**src/sv/hyphen_split_checker_top_defines.svh**
```systemverilog
// Assertion macros for the hyphen split checker
`ifndef HYPHEN_SPLIT_CHECKER_TOP_DEFINES_SVH
`define HYPHEN_SPLIT_CHECKER_TOP_DEFINES_SVH

// same-cycle implication, checked out of reset
`define HSC_ASSERT_NOW(lbl, ante, cons, msg) \
  lbl: assert property (@(posedge clk) disable iff (!rst_n) (ante) |-> (cons)) \
    else $error(msg);

// next-cycle implication, checked out of reset
`define HSC_ASSERT_NEXT(lbl, ante, cons, msg) \
  lbl: assert property (@(posedge clk) disable iff (!rst_n) (ante) |=> (cons)) \
    else $error(msg);

`endif

```
**src/sv/hsc_pkg.sv**
```systemverilog
`default_nettype none
package hsc_pkg;

  localparam int MAX_WORD = 64;
  localparam int ROW_BITS = 16;
  localparam int POS_W    = $clog2(MAX_WORD + 1);

  typedef logic [7:0]       char_t;
  typedef logic [5:0]       split_t;
  typedef logic [POS_W-1:0] pos_t;
  typedef logic [1:0]       cnt_t;
  typedef logic [3:0]       sfx_t;
  typedef logic [ROW_BITS-1:0] row_t;

  localparam sfx_t SFX_IDLE = 4'd0;
  localparam sfx_t SFX_I    = 4'd1;
  localparam sfx_t SFX_IN   = 4'd2;
  localparam sfx_t SFX_ING  = 4'd3;
  localparam sfx_t SFX_T    = 4'd4;
  localparam sfx_t SFX_TI   = 4'd5;
  localparam sfx_t SFX_TIO  = 4'd6;
  localparam sfx_t SFX_TION = 4'd7;
  localparam sfx_t SFX_FAIL = 4'd8;

  localparam logic [0:0] REG_HALF_FWD = 1'b0;
  localparam logic [0:0] REG_HALF_REV = 1'b1;

  localparam cnt_t LETTERS_MIN = 2'd3;

  function automatic char_t to_lower(input char_t c);
    to_lower = (c >= "A" && c <= "Z") ? char_t'(c + 8'd32) : c;
  endfunction

  function automatic logic is_letter(input char_t c);
    char_t l;
    l = to_lower(c);
    is_letter = (l >= "a") && (l <= "z");
  endfunction

  function automatic logic is_vowel(input char_t c);
    char_t l;
    l = to_lower(c);
    is_vowel = (l == "e") || (l == "a") || (l == "o") || (l == "i") ||
               (l == "u") || (l == "y");
  endfunction

  function automatic sfx_t suffix_next(input sfx_t s, input char_t c);
    char_t l;
    l = to_lower(c);
    case (s)
      SFX_IDLE: suffix_next = (l == "i") ? SFX_I : ((l == "t") ? SFX_T : SFX_FAIL);
      SFX_I:    suffix_next = (l == "n") ? SFX_IN : SFX_FAIL;
      SFX_IN:   suffix_next = (l == "g") ? SFX_ING : SFX_FAIL;
      SFX_T:    suffix_next = (l == "i") ? SFX_TI : SFX_FAIL;
      SFX_TI:   suffix_next = (l == "o") ? SFX_TIO : SFX_FAIL;
      SFX_TIO:  suffix_next = (l == "n") ? SFX_TION : SFX_FAIL;
      default:  suffix_next = SFX_FAIL;
    endcase
  endfunction

  // row 0: right letter a..p, row 1: right letter q..z; col: left letter
  function automatic row_t pair_row(input logic row, input logic [4:0] col);
    row_t r0;
    row_t r1;
    case (col)
      5'd0:  begin r0 = 16'o000000; r1 = 16'o000000; end
      5'd1:  begin r0 = 16'o073555; r1 = 16'o133500; end
      5'd2:  begin r0 = 16'o073155; r1 = 16'o133500; end
      5'd3:  begin r0 = 16'o072575; r1 = 16'o133500; end
      5'd4:  begin r0 = 16'o000000; r1 = 16'o000000; end
      5'd5:  begin r0 = 16'o071555; r1 = 16'o123500; end
      5'd6:  begin r0 = 16'o073171; r1 = 16'o133500; end
      5'd7:  begin r0 = 16'o073575; r1 = 16'o173500; end
      5'd8:  begin r0 = 16'o000000; r1 = 16'o000000; end
      5'd9:  begin r0 = 16'o073575; r1 = 16'o173500; end
      5'd10: begin r0 = 16'o073575; r1 = 16'o173500; end
      5'd11: begin r0 = 16'o073575; r1 = 16'o171500; end
      5'd12: begin r0 = 16'o073575; r1 = 16'o173500; end
      5'd13: begin r0 = 16'o052565; r1 = 16'o143500; end
      5'd14: begin r0 = 16'o000000; r1 = 16'o000000; end
      5'd15: begin r0 = 16'o073155; r1 = 16'o133500; end
      5'd16: begin r0 = 16'o073575; r1 = 16'o173500; end
      5'd17: begin r0 = 16'o073524; r1 = 16'o123500; end
      5'd18: begin r0 = 16'o053114; r1 = 16'o161500; end
      5'd19: begin r0 = 16'o053175; r1 = 16'o112500; end
      5'd20: begin r0 = 16'o000000; r1 = 16'o000000; end
      5'd21: begin r0 = 16'o073575; r1 = 16'o173500; end
      5'd22: begin r0 = 16'o073155; r1 = 16'o133500; end
      5'd23: begin r0 = 16'o073575; r1 = 16'o173500; end
      5'd24: begin r0 = 16'o000000; r1 = 16'o000000; end
      5'd25: begin r0 = 16'o073575; r1 = 16'o173500; end
      default: begin r0 = '0; r1 = '0; end
    endcase
    pair_row = row ? r1 : r0;
  endfunction

endpackage
`default_nettype wire

```
**src/sv/hyphen_split_checker_top.sv**
```systemverilog
// Channel | Ports                                  | Dir | Notes
// in      | in_valid in_ready in_ch in_split_pos in_last | in  | one char per transfer
// out     | out_valid out_ready out_divisible      | out | one word per input word
// cfg     | cfg_valid cfg_ready cfg_index cfg_data | in  | always ready
//
// One character per cycle while the output register is free or being read; a result
// appears in the cycle after the last character is taken, from the output register.
// Input is held off only while a result sits in the output register unread.
// rst_n is synchronous, active low; it clears word state and both markers.
`default_nettype none
`include "hyphen_split_checker_top_defines.svh"
module hyphen_split_checker_top (
  input  wire logic            clk,
  input  wire logic            rst_n,
  input  wire logic            in_valid,
  output logic                 in_ready,
  input  wire hsc_pkg::char_t  in_ch,
  input  wire hsc_pkg::split_t in_split_pos,
  input  wire logic            in_last,
  output logic                 out_valid,
  input  wire logic            out_ready,
  output logic                 out_divisible,
  input  wire logic            cfg_valid,
  output logic                 cfg_ready,
  input  wire logic [1:0]      cfg_index,
  input  wire hsc_pkg::char_t  cfg_data
);
  import hsc_pkg::*;

  char_t half_fwd_r, half_rev_r;
  pos_t  char_pos_r, char_pos_nxt, pos_upd;
  cnt_t  left_cnt_r, left_cnt_nxt, left_upd;
  cnt_t  right_cnt_r, right_cnt_nxt, right_upd;
  logic  blocked_r, blocked_nxt, blocked_upd;
  logic  lvowel_r, lvowel_nxt, lvowel_upd;
  logic  rvowel_r, rvowel_nxt, rvowel_upd;
  char_t bprev_r, bprev_nxt;
  char_t prev_r, prev_nxt;
  char_t pair_l_r, pair_l_nxt, pair_l_upd;
  char_t pair_r_r, pair_r_nxt, pair_r_upd;
  logic  pair_eq_r, pair_eq_nxt, pair_eq_upd;
  sfx_t  sfx_r, sfx_nxt, sfx_upd;
  logic  out_valid_r, out_valid_nxt;
  logic  div_r, div_nxt;

  logic  in_acc, word_done;
  pos_t  sp;
  logic  letter, vowel, blocker;
  char_t lc, rc;
  logic [4:0] rc_idx;
  row_t  row;
  logic  decision;

  assign in_ready  = !out_valid_r || out_ready;
  assign in_acc    = in_valid && in_ready;
  assign word_done = in_acc && in_last;
  assign cfg_ready = 1'b1;
  assign out_valid = out_valid_r;
  assign out_divisible = div_r;

  always_comb begin
    sp      = pos_t'(in_split_pos);
    letter  = is_letter(in_ch);
    vowel   = is_vowel(in_ch);
    blocker = (in_ch == "-") || (in_ch == "/") || (in_ch == "_") ||
              (in_ch == "<") || (in_ch == ">") ||
              (in_ch == half_fwd_r) || (in_ch == half_rev_r);

    blocked_upd = blocked_r || blocker;
    left_upd    = left_cnt_r;
    right_upd   = right_cnt_r;
    if (letter) begin
      if (char_pos_r <= sp) begin
        if (left_cnt_r != LETTERS_MIN) left_upd = cnt_t'(left_cnt_r + 2'd1);
      end else begin
        if (right_cnt_r != LETTERS_MIN) right_upd = cnt_t'(right_cnt_r + 2'd1);
      end
    end
    lvowel_upd = lvowel_r || (vowel && (char_pos_r < sp));
    rvowel_upd = rvowel_r || (vowel && !(char_pos_r < sp));
    pair_l_upd  = pair_l_r;
    pair_r_upd  = pair_r_r;
    pair_eq_upd = pair_eq_r;
    if (char_pos_r == sp) begin
      pair_l_upd  = prev_r;
      pair_r_upd  = in_ch;
      pair_eq_upd = (bprev_r == prev_r);
    end
    sfx_upd = (char_pos_r >= sp) ? suffix_next(sfx_r, in_ch) : sfx_r;
    pos_upd = (char_pos_r < pos_t'(MAX_WORD)) ? pos_t'(char_pos_r + 1'b1) : char_pos_r;

    // verdict on the word as it stands after this character
    lc     = to_lower(pair_l_upd);
    rc     = to_lower(pair_r_upd);
    rc_idx = 5'(rc - "a");
    row    = pair_row(rc_idx[4], 5'(lc - "a"));
    if (blocked_upd || (left_upd != LETTERS_MIN) || (right_upd != LETTERS_MIN) ||
        !lvowel_upd || !rvowel_upd) begin
      decision = 1'b0;
    end else if (((sfx_upd == SFX_ING) || (sfx_upd == SFX_TION)) && !pair_eq_upd) begin
      decision = 1'b1;
    end else if (!is_letter(pair_l_upd) || !is_letter(pair_r_upd)) begin
      decision = 1'b0;
    end else begin
      decision = row[~rc_idx[3:0]];
    end
  end

  always_comb begin
    char_pos_nxt  = char_pos_r;
    left_cnt_nxt  = left_cnt_r;
    right_cnt_nxt = right_cnt_r;
    blocked_nxt   = blocked_r;
    lvowel_nxt    = lvowel_r;
    rvowel_nxt    = rvowel_r;
    bprev_nxt     = bprev_r;
    prev_nxt      = prev_r;
    pair_l_nxt    = pair_l_r;
    pair_r_nxt    = pair_r_r;
    pair_eq_nxt   = pair_eq_r;
    sfx_nxt       = sfx_r;
    if (word_done) begin
      char_pos_nxt  = '0;
      left_cnt_nxt  = '0;
      right_cnt_nxt = '0;
      blocked_nxt   = 1'b0;
      lvowel_nxt    = 1'b0;
      rvowel_nxt    = 1'b0;
      bprev_nxt     = '0;
      prev_nxt      = '0;
      pair_l_nxt    = '0;
      pair_r_nxt    = '0;
      pair_eq_nxt   = 1'b0;
      sfx_nxt       = SFX_IDLE;
    end else if (in_acc) begin
      char_pos_nxt  = pos_upd;
      left_cnt_nxt  = left_upd;
      right_cnt_nxt = right_upd;
      blocked_nxt   = blocked_upd;
      lvowel_nxt    = lvowel_upd;
      rvowel_nxt    = rvowel_upd;
      bprev_nxt     = prev_r;
      prev_nxt      = in_ch;
      pair_l_nxt    = pair_l_upd;
      pair_r_nxt    = pair_r_upd;
      pair_eq_nxt   = pair_eq_upd;
      sfx_nxt       = sfx_upd;
    end
    out_valid_nxt = word_done || (out_valid_r && !out_ready);
    div_nxt       = word_done ? decision : div_r;
  end

  always_ff @(posedge clk) begin
    if (!rst_n) begin
      half_fwd_r  <= '0;
      half_rev_r  <= '0;
      char_pos_r  <= '0;
      left_cnt_r  <= '0;
      right_cnt_r <= '0;
      blocked_r   <= 1'b0;
      lvowel_r    <= 1'b0;
      rvowel_r    <= 1'b0;
      bprev_r     <= '0;
      prev_r      <= '0;
      pair_l_r    <= '0;
      pair_r_r    <= '0;
      pair_eq_r   <= 1'b0;
      sfx_r       <= SFX_IDLE;
      out_valid_r <= 1'b0;
    end else begin
      if (cfg_valid && (cfg_index[1] == 1'b0)) begin
        if (cfg_index[0] == REG_HALF_FWD) half_fwd_r <= cfg_data;
        if (cfg_index[0] == REG_HALF_REV) half_rev_r <= cfg_data;
      end
      char_pos_r  <= char_pos_nxt;
      left_cnt_r  <= left_cnt_nxt;
      right_cnt_r <= right_cnt_nxt;
      blocked_r   <= blocked_nxt;
      lvowel_r    <= lvowel_nxt;
      rvowel_r    <= rvowel_nxt;
      bprev_r     <= bprev_nxt;
      prev_r      <= prev_nxt;
      pair_l_r    <= pair_l_nxt;
      pair_r_r    <= pair_r_nxt;
      pair_eq_r   <= pair_eq_nxt;
      sfx_r       <= sfx_nxt;
      out_valid_r <= out_valid_nxt;
    end
  end

  always_ff @(posedge clk) begin
    div_r <= div_nxt;
  end

  `HSC_ASSERT_NEXT(a_last_gives_result, word_done, out_valid_r,
    "last char accepted but no result word")
  `HSC_ASSERT_NEXT(a_word_state_cleared, word_done,
    (char_pos_r == '0) && !blocked_r && (sfx_r == SFX_IDLE) && (left_cnt_r == '0),
    "word state not cleared after result")
  `HSC_ASSERT_NOW(a_stall_only_when_full, !in_ready, out_valid_r && !out_ready,
    "input stalled without a pending result")
  `HSC_ASSERT_NOW(a_pos_bounded, 1'b1, char_pos_r <= pos_t'(MAX_WORD),
    "char position past word limit")
  `HSC_ASSERT_NOW(a_result_from_last, $rose(out_valid_r), $past(word_done),
    "result appeared without a last char")

endmodule
`default_nettype wire
```
**config.mk**
```make
export PLATFORM = sky130hd
export DESIGN_NAME = hyphen_split_checker_top
export DESIGN_NICKNAME = d
export VERILOG_FILES = /design/src/sv/hsc_pkg.sv /design/src/sv/hyphen_split_checker_top.sv
export VERILOG_INCLUDE_DIRS = /design/src /design/src/sv
export SDC_FILE = /design/constraint.sdc
export NUM_CORES = 1
export LEC_CHECK = 0
export BUFFER_PORTS_ARGS = -buffer_cell sky130_fd_sc_hd__buf_2
export CORE_MARGIN = 5
export CORE_UTILIZATION = 61
export CTS_BUF_LIST = sky130_fd_sc_hd__clkbuf_8
export CTS_CLUSTER_SIZE = 40
export DETAILED_ROUTE_END_ITERATION = 7
export GPL_ROUTABILITY_DRIVEN = 0
export PLACE_DENSITY_LB_ADDON = 0.15
export SYNTH_ARGS = -nofsm -noshare
export SYNTH_HDL_FRONTEND = slang
export SYNTH_SLANG_ARGS = --single-unit
export TNS_END_PERCENT = 10
```
**constraint.sdc**
```tcl
create_clock -name clk -period 11.45 [get_ports clk]
set_clock_uncertainty 0.15 [all_clocks]
set_input_delay 2.29 -clock clk [delete_from_list [all_inputs] [get_ports clk]]
set_output_delay 2.29 -clock clk [all_outputs]
set_load 0.01 [all_outputs]
```
# Word level (Yosys, flattened, before mapping)
# Memory sizes are Yosys's and may differ from the RTL's.
# Index checks and enable logic that the tools add are counted.
dict set report totals {
  ff_bits 69
  rom_bits 640
  in_bits 30
  output_inout_bits 4
  elab_cells 149
  memories 1
}
# name depth width rd rd_ports_with_merged_regs write_ports line
set mem_list {}
lappend mem_list {{(name not given)} 32 20 1 0 0 hsc_pkg.sv:65} ;# case (col)
dict set report op_classes {
  add_sub_neg 8
  magnitude_cmp 17
  eq_ne 29
  muxes 26
  bitwise 4
  reduce_logical 48
}
# op n
set ops {}
lappend ops {{$eq 8x7->1 const B} 10}
lappend ops {{$ge 8x7->1 const B} 6}
lappend ops {{$le 8x7->1 const B} 6}
lappend ops {{$mux 8} 5}
lappend ops {{$eq 8x6->1 const B} 4}
lappend ops {{$mux 4} 8}
lappend ops {{$add 8x6->8 const B} 3}
lappend ops {{$eq 8x8->1} 3}
lappend ops {{$pmux 4 s6} 1}
lappend ops {{$logic_or 1x1->1} 22}
lappend ops {{$eq 4x3->1 const B} 4}
lappend ops {{$mux 16} 1}
lappend ops {{$logic_and 1x1->1} 13}
lappend ops {{$mux 2} 6}
lappend ops {{$sub 5x1->5 const B} 2}
lappend ops {{$eq 4x2->1 const B} 2}
lappend ops {{$logic_not 1->1} 8}
lappend ops {{$ne 2x2->1 const B} 4}
lappend ops {{$add 7x1->7 const B} 1}
lappend ops {{$eq 7x6->1} 1}
lappend ops {{$ge 7x6->1} 1}
lappend ops {{$le 7x6->1} 1}
lappend ops {{$lt 7x6->1} 1}
lappend ops {{$lt 7x7->1 const B} 1}
lappend ops {{other kinds (10)} 18}

# Longest topological paths before layout
dict set report logic_depth {
  ltp_word 14
  depth_mapped 18
  ltp_nobuf 15
}

# Worst setup path before layout
# No wires, ideal clock.
dict set report synth_path {
  kind {input port to flip-flop}
  from {in in_split_pos[3]}
  to {reg div_r (netlist: out_divisible) (data pin)}
  setup_ns 0.261
  arrival_ns 5.679
  t_required_ns 11.039
  path_slack_ns 5.360
  stages 17
  path_buffers 2
  cell_sequence {inv_1 -> ha_1 -> and4_1 -> nand2_4 -> buf_6 -> a21oi_2 -> ha_1 -> or2b_1 -> a22oi_2 -> or2_1 -> buf_4 -> a21oi_1 -> o31a_1 -> and3_1 -> a221o_1 -> o2111a_1 -> o311a_1}
}
dict set report synth_via {
  elab_chain_cells 12
  elab_cells_between_ends 58
  classes_between {add/sub: 4; order compare: 11; eq/ne: 5; mux: 15; bitwise: 1; reduce/logical: 21; memory: 1}
}
# item line
set synth_rtl {}
lappend synth_rtl {{from (decl)} hyphen_split_checker_top.sv:18} ;# input wire hsc_pkg::split_t in_split_pos,
lappend synth_rtl {{$eq 7x6->1} hyphen_split_checker_top.sv:84} ;# if (char_pos_r == sp) begin
lappend synth_rtl {{$mux 8} hyphen_split_checker_top.sv:84}
lappend synth_rtl {{$ge 8x7->1 or $le 8x7->1 (tied branches)} hsc_pkg.sv:31} ;# to_lower = (c >= "A" && c <= "Z") ? char_t'(c + 8'd32) : c;
lappend synth_rtl {{$logic_and 1x1->1} hsc_pkg.sv:31}
lappend synth_rtl {{$mux 8} hsc_pkg.sv:31}
lappend synth_rtl {{$sub 5x1->5} hyphen_split_checker_top.sv:96} ;# row = pair_row(rc_idx[4], 5'(lc - "a"));
lappend synth_rtl {{$mem_v2 32x20} n/a}
lappend synth_rtl {{$mux 16} hsc_pkg.sv:94} ;# pair_row = row ? r1 : r0;
lappend synth_rtl {{$bmux 1 s4} hyphen_split_checker_top.sv:105} ;# decision = row[~rc_idx[3:0]];
lappend synth_rtl {{$mux 1 (not written as such)} hyphen_split_checker_top.sv:105}
lappend synth_rtl {{$mux 1} hyphen_split_checker_top.sv:102} ;# end else if (!is_letter(pair_l_upd) || !is_letter(pair_r_upd)) begin
lappend synth_rtl {{$mux 1} hyphen_split_checker_top.sv:100} ;# end else if (((sfx_upd == SFX_ING) || (sfx_upd == SFX_TION)) && !pair_eq_upd) begin
lappend synth_rtl {{to (signal assigned)} hyphen_split_checker_top.sv:192} ;# div_r <= div_nxt;
lappend synth_rtl {{to (decl)} hyphen_split_checker_top.sv:44} ;# logic div_r, div_nxt;
# Parallel ways exist; a longest one is shown, timed or not. The select of a mux whose other input is x is not followed.
# A chain may end at the register's enable or synchronous reset.

# Worst setup path in the final report
# Ends and elaborated chain as after synthesis.

==> impl_metrics.json <==
{
  "path_depth": 16,
  "start_util_pct": 62.0,
  "gr-total-overflow": 0,
  "via_per_inst": 6.32,
  "layout_common_cells": "nand2_1 (103), dfxtp_1 (68), nor2_1 (64), a21oi_1 (55), buf_2 (32)",
  "max_stage_delay_ns": 0.76,
  "synthCells": 712,
  "r2r-start": "char_pos_r[0]$_SDFFE_PP0P_",
  "hold_path.class": "reg2reg",
  "clock_tree.root_cell": "clkbuf_8",
  "wl_um": 13700,
  "avgRoutedWirePerCell_um": 16.8,
  "netlist_area_um2": 5360,
  "power.leakage_nw": 2.09,
  "crit_path_end_kind": "register",
  "ys_seq_area_share_pct": 26.0,
  "core-area_um2": 8640,
  "holdBufCountCts": 0,
  "final.hold.worst_slack_ns": 0.314,
  "clockBufferDepth": 2,
  "vias": 5160,
  "htreeDepth": 3,
  "critical_path.top_delay_family": "simple AND/OR/NAND/NOR gates",
  "ys_types": 85,
  "first_global_vias": 4801,
  "detail_route.iter0.violations": 355,
  "worst_setup_path_start_kind": "input port",
  "slew_headroom_pct": 33.9,
  "timing.rr.end": "out_divisible$_SDFFCE_PP0P_",
  "ant_nets": 0,
  "grt_pass1_wl_um": 23100,
  "timing.final.ws_setup_ns": 4.50,
  "die-area_um2": 10800,
  "final_common_cell": "nand2_1",
  "synth_warnings": 0,
  "clk_pin_slew_ns": 0.08,
  "postLayoutCoreUtil_pct": 65.3,
  "tns_ns": 0,
  "rsz0062_at_grt": "no",
  "fmax_ghz": 0.144,
  "rrSetupSlack_ns": 6.11,
  "status": "finished, final reports clean",
  "dpl.hpwl_um": 9750,
  "setup.worst_path.start": "in_split_pos[3]",
  "async_reset_ff_share_pct": 0,
  "num_io_pins": 34,
  "dp_cells": 801,
  "antenna_found_initial": 0,
  "synth_area_per_cell_um2": 7.52,
  "maxCapViolations": 0,
  "ys.flop_type": "dfxtp_1",
  "max_slew.worst_pin.slew_ns": 0.963,
  "cts_tree": "yes",
  "drcViolationCount": 0,
  "port_buffers": 32,
  "post_cts.repair.setup_buffers": 0,
  "final_max_slew_viol_count": 0,
  "first_pass_iters": 5,
  "path_max_fanout": 29,
  "die_y_um": 104,
  "stdcell_count": 817,
  "synth_fp_nets": 763,
  "cp-endpoint": "out_divisible$_SDFFCE_PP0P_",
  "fin_nets": 755,
  "gr-usage-all-layers_pct": 24.9,
  "crit_buf_inv": 2,
  "arrival_ns": 7.02,
  "placed_area_um2": 5430,
  "die-width_um": 104,
  "synth_edf_count": 1,
  "finalSetupViolations": 0,
  "num_rows": 34,
  "n_antenna_cell": 0,
  "ctsResizeCount": 0,
  "clock_latency_ns": 0.35,
  "synth_seq_cells": 69,
  "p_per_area_nw_per_um2": 108,
  "crit_required_ns": 11.52,
  "grt_max_degree": 52,
  "finalCriticalPeriod_ns": 6.95,
  "clock_sinks": 69,
  "critPathSlowestCell": "nor2_1",
  "drive_gt1_share_pct": 10.4,
  "fin_area_um2": 5640,
  "vdd_drop_max_uv": 86.5,
  "hold_start": "pair_r_r[7]$_SDFFE_PP0P_",
  "reg2regPathDepth": 15,
  "worstSetupPathType": "in2reg",
  "power.total_mw": 0.606,
  "final.period_utilization_pct": 60.7,
  "area_growth_pct": 5.25,
  "path_cells": "buf_2 -> inv_1 -> ha_1 -> nand4_1 -> nor2_4 -> a21oi_1 -> ha_1 -> or2b_1 -> a22oi_2 -> nor2_1 -> mux2_2 -> o2111a_1 -> o32a_1 -> a211oi_1 -> o2111a_1 -> o311a_1",
  "cts_made_buffers": 9,
  "post-place-ws_ns": 4.24,
  "hold_violations": 0
}
==> logic make-up (layout without fill, tap and decap cells) <==
family / count (synthesis) / in the layout / share of synthesized area, %
flip-flops: 69 / 69 / 26.0
buffers and inverters: 74 / 71 / 6.07
AND/OR/NAND/NOR: 313 / 313 / 29.8
XOR/XNOR: 39 / 39 / 6.38
adder cells (fa/ha/maj): 21 / 21 / 4.90
other: 1 / 1 / 0.0700
multiplexers: 28 / 28 / 5.91
AO/OA/AOI/OAI: 167 / 167 / 20.9
==> flip-flops by register name (all words and copies together), names as in the netlist, 2 cells and up <==
register	cells
sfx_r	4
pair_r_r	8
half_fwd_r	8
char_pos_r	7
bprev_r	8
pair_l_r	8
prev_r	8
left_cnt_r	2
half_rev_r	8
right_cnt_r	2
==> worst min path at each step <==
stage | to | slack [ns] | cells after the start
global placement | blocked_r$_SDFFE_PP0P_ | 0.29 | 2
global route | bprev_r[1]$_SDFFE_PP0P_ | 0.34 | 2
detailed placement | pair_r_r[7]$_SDFFE_PP0P_ | 0.31 | 2
CTS | pair_r_r[7]$_SDFFE_PP0P_ | 0.32 | 2
finish | pair_r_r[7]$_SDFFE_PP0P_ | 0.31 | 2
floorplan | blocked_r$_SDFFE_PP0P_ | 0.28 | 2
==> power breakdown <==
part	internal [mW]	switching (mW)	leakage, nW	total [mW]
clock	0.112	0.0976	0.102	0.210
combinational	0.0545	0.0850	1.43	0.140
sequential	0.247	0.00924	0.561	0.257
total	0.414	0.192	2.09	0.606
==> Yosys cell counts, drive strengths merged, types with 7 or more instances <==
| cell type | instances | area [µm²] |
|---|---|---|
| a31oi | 11 | 68.8 |
| inv | 19 | 71.3 |
| nand4 | 14 | 87.6 |
| xor2 | 8 | 70.1 |
| dfxtp | 68 | 1360 |
| a211oi | 11 | 87.6 |
| nand2b | 12 | 75.1 |
| ha | 21 | 263 |
| nor3 | 30 | 160 |
| xnor2 | 31 | 272 |
| nor2 | 65 | 251 |
| nand2 | 105 | 404 |
| nor4 | 8 | 56.3 |
| buf | 20 | 123 |
| o21ai | 23 | 115 |
| o2111ai | 9 | 78.8 |
| nor3b | 10 | 85.1 |
| nor2b | 21 | 131 |
| nand3 | 12 | 65.1 |
| nand3b | 7 | 56.3 |
| mux2i | 25 | 275 |
| a21oi | 56 | 284 |
| clkbuf | 35 | 131 |
==> worst min-delay path, cell delays in order, from the launching register on <==
cell     delay (ns)
dfxtp_1        0.32
nand2_1        0.05
a21oi_1        0.05
==> layer usage <==
metal / wire [µm] / global-route usage, % / part of all wire, %
met1: 6060 / 32.3 / 44
met2: 6630 / 41.3 / 48
met3: 706 / 4.42 / 5.1
met4: 318 / 9.25 / 2.3
met5: 0 / 0 / 0
==> cell type report <==
| cell class | count | area [µm²] |
|---|---|---|
| fillers | 776 | 3000 |
| repair buffers | 36 | 190 |
| clock inverters | 5 | 58.8 |
| flip-flops and latches | 69 | 1390 |
| well taps | 108 | 135 |
| inverters | 19 | 71.3 |
| multi-input cells | 569 | 3640 |
| clock buffers | 11 | 151 |
No activity file was read; power rests on OpenSTA's default activity.
